[src/mbm_pkg.sv]
// Shared constants, types and the constant-divide helper for the Mandelbrot membership block.
package mbm_pkg;

  // Field and register widths
  localparam int CoordW   = 14;
  localparam int IterW    = 10;
  localparam int LimitW   = 13;
  localparam int CfgIdxW  = 1;
  localparam int CfgDataW = 13;

  // Datapath widths
  localparam int ProdW  = 2 * CoordW + 1;  // room for 2*re*im
  localparam int MagW   = ProdW - 1;       // magnitude of product plus bias
  localparam int QuotW  = 19;              // signed rounded quotient
  localparam int SumW   = 21;              // signed next re / im
  localparam int AbsW   = SumW + 1;        // |re| + |im|

  // Fixed-point rounding: (p + 500) / 1000, truncating toward zero
  localparam int RoundBias = 500;
  localparam int Scale     = 1000;
  localparam int RecipSh   = 38;
  localparam int RecipW    = 29;
  localparam logic [RecipW-1:0] Recip = RecipW'((64'd1 << RecipSh) / Scale + 64'd1);
  localparam int FullW     = MagW + RecipW;

  // Register reset values
  localparam logic [IterW-1:0]  MaxIterReset = IterW'(255);
  localparam logic [LimitW-1:0] EscapeReset  = LimitW'(5000);

  // Register indexes
  typedef enum logic [CfgIdxW-1:0] {
    REG_MAX_ITER = 1'b0,
    REG_ESCAPE   = 1'b1
  } cfg_reg_t;

  // Round a scaled product back to scale 1000; the divide is a reciprocal multiply
  function automatic logic signed [QuotW-1:0] round_scale(input logic signed [ProdW-1:0] p);
    logic signed [ProdW-1:0] biased;
    logic                    neg;
    logic [ProdW-1:0]        abs_val;
    logic [FullW-1:0]        full;
    logic [QuotW-1:0]        qmag;
    biased  = p + ProdW'(RoundBias);
    neg     = biased[ProdW-1];
    abs_val = neg ? ProdW'(-biased) : ProdW'(biased);
    full    = FullW'(abs_val[MagW-1:0]) * FullW'(Recip);
    qmag    = full[RecipSh +: QuotW];
    round_scale = neg ? QuotW'(-qmag) : QuotW'(qmag);
  endfunction

endpackage

[src/mandelbrot_pixel_membership.sv]
// Escape-time Mandelbrot membership test on one multiplier and one reciprocal divider.
// Each iteration steps through the phases square re, square im, cross product, divide cross and check;
//   a max_iterations of zero gives its result without running any iteration.
// Flow: one point at a time, no new point taken until the last result is registered; each
//   iteration takes three products through the single multiplier and rounding divider.
// Reset: max_iterations returns to 255, escape_limit to 5000, no point in flight.
module mandelbrot_pixel_membership
  import mbm_pkg::*;
(
  input  logic                       clk,
  input  logic                       rst,
  input  logic                       in_valid,
  output logic                       in_ready,
  input  logic signed [CoordW-1:0]   cx,
  input  logic signed [CoordW-1:0]   cy,
  output logic                       out_valid,
  input  logic                       out_ready,
  output logic                       inside_res,
  input  logic                       cfg_valid,
  output logic                       cfg_ready,
  input  logic [CfgIdxW-1:0]         cfg_index,
  input  logic [CfgDataW-1:0]        cfg_data
);

  typedef enum logic [1:0] {
    S_IDLE,
    S_RUN,
    S_FINISH
  } state_t;

  typedef enum logic [2:0] {
    PH_SQ_RE,
    PH_SQ_IM,
    PH_CROSS,
    PH_DIV_CROSS,
    PH_CHECK
  } phase_t;

  state_t                    state;
  phase_t                    phase;
  logic [IterW-1:0]          iter_cnt;
  logic [IterW-1:0]          max_iterations;
  logic [LimitW-1:0]         escape_limit;
  logic signed [CoordW-1:0]  c_re;
  logic signed [CoordW-1:0]  c_im;
  logic signed [CoordW-1:0]  re;
  logic signed [CoordW-1:0]  im;
  logic signed [ProdW-1:0]   prod;
  logic signed [QuotW-1:0]   sq_re;
  logic signed [QuotW-1:0]   sq_im;
  logic signed [QuotW-1:0]   cross_term;
  logic                      fin_inside;

  logic signed [CoordW-1:0]  mul_a;
  logic signed [CoordW-1:0]  mul_b;
  logic signed [ProdW-1:0]   mul_out;
  logic signed [QuotW-1:0]   div_out;
  logic signed [SumW-1:0]    re_next;
  logic signed [SumW-1:0]    im_next;
  logic [AbsW-1:0]           l1_mag;
  logic                      escaped;
  logic                      last_iter;
  logic                      out_free;

  assign in_ready  = (state == S_IDLE);
  assign cfg_ready = 1'b1;
  assign out_free  = !out_valid || out_ready;

  // Shared multiplier: re*re, then im*im, then re*im
  assign mul_a   = (phase == PH_SQ_IM) ? im : re;
  assign mul_b   = (phase == PH_SQ_RE) ? re : im;
  assign mul_out = ProdW'(mul_a * mul_b);

  // Shared rounding divider works on the product latched last cycle
  assign div_out = round_scale(prod);

  // Next z and L1 escape test
  assign re_next = SumW'(sq_re) - SumW'(sq_im) + SumW'(c_re);
  assign im_next = SumW'(cross_term) + SumW'(c_im);
  assign l1_mag  = AbsW'(re_next[SumW-1] ? -re_next : re_next)
                 + AbsW'(im_next[SumW-1] ? -im_next : im_next);
  assign escaped   = l1_mag > AbsW'(escape_limit);
  assign last_iter = (iter_cnt + IterW'(1)) == max_iterations;

  // Sequencer, configuration registers and result register
  always_ff @(posedge clk) begin
    if (rst) begin
      state          <= S_IDLE;
      phase          <= PH_SQ_RE;
      iter_cnt       <= '0;
      out_valid      <= 1'b0;
      max_iterations <= MaxIterReset;
      escape_limit   <= EscapeReset;
    end else begin
      // Configuration writes
      if (cfg_valid && cfg_ready) begin
        unique case (cfg_reg_t'(cfg_index))
          REG_MAX_ITER: max_iterations <= cfg_data[IterW-1:0];
          REG_ESCAPE:   escape_limit   <= cfg_data[LimitW-1:0];
          default:      ;
        endcase
      end

      // Drop the result once taken, unless a new one replaces it this cycle
      if (out_valid && out_ready && state != S_FINISH) begin
        out_valid <= 1'b0;
      end

      unique case (state)
        S_IDLE: begin
          if (in_valid) begin
            c_re     <= cx;
            c_im     <= cy;
            re       <= '0;
            im       <= '0;
            iter_cnt <= '0;
            phase    <= PH_SQ_RE;
            if (max_iterations == '0) begin
              fin_inside <= 1'b1;
              state      <= S_FINISH;
            end else begin
              state <= S_RUN;
            end
          end
        end

        S_RUN: begin
          unique case (phase)
            PH_SQ_RE: begin
              prod  <= mul_out;
              phase <= PH_SQ_IM;
            end
            PH_SQ_IM: begin
              prod  <= mul_out;
              sq_re <= div_out;
              phase <= PH_CROSS;
            end
            PH_CROSS: begin
              prod  <= ProdW'(mul_out <<< 1);
              sq_im <= div_out;
              phase <= PH_DIV_CROSS;
            end
            PH_DIV_CROSS: begin
              cross_term <= div_out;
              phase      <= PH_CHECK;
            end
            PH_CHECK: begin
              // Values that continue are bounded by escape_limit, so they fit the coordinate width
              re       <= re_next[CoordW-1:0];
              im       <= im_next[CoordW-1:0];
              iter_cnt <= iter_cnt + IterW'(1);
              phase    <= PH_SQ_RE;
              if (escaped) begin
                fin_inside <= 1'b0;
                state      <= S_FINISH;
              end else if (last_iter) begin
                fin_inside <= 1'b1;
                state      <= S_FINISH;
              end
            end
            default: phase <= PH_SQ_RE;
          endcase
        end

        S_FINISH: begin
          // Hold until the result register is free
          if (out_free) begin
            out_valid  <= 1'b1;
            inside_res <= fin_inside;
            state      <= S_IDLE;
          end
        end

        default: state <= S_IDLE;
      endcase
    end
  end

endmodule
[config.mk]
export PLATFORM = sky130hd
export DESIGN_NAME = mandelbrot_pixel_membership
export DESIGN_NICKNAME = d
export VERILOG_FILES = /design/src/mbm_pkg.sv /design/src/mandelbrot_pixel_membership.sv
export SDC_FILE = /design/constraint.sdc
export NUM_CORES = 2
export LEC_CHECK = 0
export BUFFER_PORTS_ARGS = -buffer_cell sky130_fd_sc_hd__clkbuf_2
export CORE_MARGIN = 3
export CORE_UTILIZATION = 45
export DETAILED_ROUTE_END_ITERATION = 12
export HOLD_SLACK_MARGIN = 0.15
export REMOVE_ABC_BUFFERS = 1
export SLEW_MARGIN = 0
export SYNTH_ARGS = -nofsm -noshare
export SYNTH_HDL_FRONTEND = slang
export SYNTH_SLANG_ARGS = --single-unit
export TNS_END_PERCENT = 10
[constraint.sdc]
create_clock -name clk -period 11.3 [get_ports clk]
set_input_delay 1.695 -clock clk [delete_from_list [all_inputs] [get_ports clk]]
set_output_delay 1.695 -clock clk [all_outputs]
set_load 0.01 [all_outputs]
==> results.md <==
- Status: finished clean
- Most frequent cells in the layout: 719 x inv_1, 467 x fa_1, 449 x ha_1
- DR vias: about 24000
- Required time of the critical path: about 12000 ps
- DRC: 0
- CTS buffer count: 17
- Final hold viol count: 0
- Global route total overflow: 0
- Max Freq: between 90 and 100 MHz
- Max Slew Vio Count: 0
- Dominant cell type by area after synthesis: fa_1
- Worst setup SP type: flop
- Flop2flop setup slack: approximately 650 ps
- Root buf cell: clkbuf_16
- Worst path arrival time: ~11000 ps
- R2r worst-path depth: 35
- Vias per cell: 5.33
- Synth async-reset ratio: 0%
- Setup TNS: 0 ps
- Vias in the first global route: around 24000
- Final Non-Filler Cells: between 4000 and 5000
- Post-DP HPWL: 74800 µm
- # rows: 97
- Final net count: between 4000 and 5000
- Routed Antenna Nets: 0
- Critical path endpoint category: flop
- Area overhead of the layout relative to synthesis: 6.91%
- Ports: 51
- Leading post-synthesis cells by cell area: fa_1 29%, ha_1 17%, edfxtp_1 13%
- Slew HR: approximately a quarter
- Synth warnings: 0
- Die width: 275 µm
- Gr usage total: roughly 24%
- DP Cell Count: roughly 4500
- DRT Wirelength: roughly 90000 µm
- Max Fanout on Critical Path: 8
- Final-layout fill cell count: 6779
- Largest net degree at the start of global routing: 33
- Setup WS post-layout: 651 ps
- Top-area cell type share of the netlist area: about 29%
- Delay of the slowest cell on the worst path: 600 ps
- Initial drt markers: roughly 1600
- Gpl congestion: approximately 1.0
- Netlist cell types: 77
- Die Y: between 200 and 300 µm
- Mapped Cells: 3487
- Part of the cycle the worst path needs: a little over nine tenths
- Pre-CTS WS: 400 ps
- Final Skew: 12.1 ps
- Ys flop type: edfxtp_1
- Share of post-route cells with drive strength above 1: approximately 5.8%
- Max-cap viol count: 0
- CTS tree: built
- Clk sinks: 183
- Worst-Skew Late Latency: ~470 ps
- Worst-margin pin slew: 1140 ps
- Number of synthesized flops with an enable pin: between 100 and 150
- Clock slew at reported path FFs: about 80 ps
- Global-route wire length before repair: 139000 µm
- Antenna violations before repair: 3
- PortBufs: a little under 50
- Final setup violation count: 0
- Avg Cell Area, Syn: slightly above 9 µm²
- Clk buf depth: 2
- Worst Hold Class: reg -> reg
- Final hold slack: around 450 ps
- Die area: 0.0755 mm²
- Register area share after synthesis: approximately 16%
- Avg WL per Cell: ~20 µm
- Drt first pass iters: 6
- Core Footprint: between 0.07 and 0.08 mm²
- Seq cells post-synth: ~180
- Initial Util: 45.9%
- WHS Path Cells: 0
- Most common cell type on the critical path: inv_1
- Most common cell after layout, fill and taps aside: inv_1
- Post-Syn Area: between 0.03 and 0.04 mm²
- Worst path slowest cell: or4_4
- # H-tree levels: 4
- Min cycle time layout: 10650 ps
- Worst Setup Path Type: reg -> reg
-- metal layers --
metal  global-route usage, %  share of wire (%)
met1                    34.6                 47
met3                    7.88                8.9
met5                       0                  0
met4                    4.76                1.7
met2                    35.6                 42
-- synth_stat cells (6+ instances only) --
cell	instances
o31ai_1	12
o21ai_0	106
and4_1	8
dfxtp_1	39
nor3b_1	10
xor2_1	75
o211ai_1	18
and3_1	33
o21bai_1	19
edfxtp_1	144
nor2b_1	19
nor2_1	224
xnor2_1	134
mux2_2	23
a211o_1	6
fa_1	467
ha_1	449
nand4_1	31
nor3_1	37
or2_2	18
mux2i_1	30
o21a_1	16
inv_1	721
nor4b_1	7
nand2b_1	26
a21o_1	62
nand2_1	290
a31oi_1	35
buf_1	9
or3_1	13
a211oi_1	14
nor4_1	18
clkbuf_1	55
and2_1	27
a21oi_1	157
or4_1	8
nand3_1	53
-- final cells by class --
type	count	area (µm²)	area share (%)
diodes	1	2.50	0.00720
clock buffers	18	429	1.23
clock inverters	14	169	0.486
inverters	721	2710	7.79
multi-input cells	2514	24500	70.5
flip-flops and latches	183	5100	14.7
well taps	940	1180	3.38
repair buffers	107	681	1.96
-- what timing repair did --
action,in CTS,in global routing
gates resized for setup,0,6
setup endpoints to repair,0,45
setup buffers,0,2
hold buffers,0,0
hold endpoints to repair,0,0
-- worst max-delay path, delay by kind of cell (launching register included) --
family                     cells  cell delay (ps)
AOI/OAI and AO/OA             10             2260
buffers and inverters          7              780
and+or+nand+nor                8             2520
DFF                            1              480
xor gates and xnor gates       2              540
adders and majority gates      8             3780
-- final timing paths --
| kind | from | end |
|---|---|---|
| worst min-delay path | fin_inside | inside_res |
| worst min register to register | fin_inside | inside_res |
| worst max register to register | prod[5] | sq_im[18] |
| worst max-delay path | prod[5] | sq_im[18] |
-- per-stage QoR --
step / utilization, % / area [µm²]
floorplan: - / 32200
global placement: 48.2 / 34100
detailed placement: 48.2 / 34100
CTS: 49.1 / 34700
global route: 49.1 / 34700
finish: 49.1 / 34800
-- logic make-up (layout without fill, tap and decap cells) --
| kind of cell | count (synthesis) | in the layout | share of synthesized area [%] |
|---|---|---|---|
| adder cells (fa/ha/maj) | 916 | 916 | 46.0 |
| other | 2 | 3 | 0.0231 |
| XOR/XNOR | 209 | 209 | 5.63 |
| AND/OR/NAND/NOR | 840 | 840 | 12.2 |
| buffers and inverters | 790 | 860 | 9.17 |
| flip-flops | 183 | 183 | 15.7 |
| AO/OA/AOI/OAI | 494 | 494 | 9.48 |
| multiplexers | 53 | 53 | 1.72 |
-- registers in the layout, indices dropped and copies added, names as in the netlist, 10 cells and up --
signal,cells
c_re,14
cross_term,19
iter_cnt,10
max_iterations,10
c_im,14
re,14
sq_im,19
im,14
prod,29
escape_limit,13
sq_re,19
Power is not shown: default switching activity piles up to over one toggle a cycle in this logic, so the estimate is an artifact.
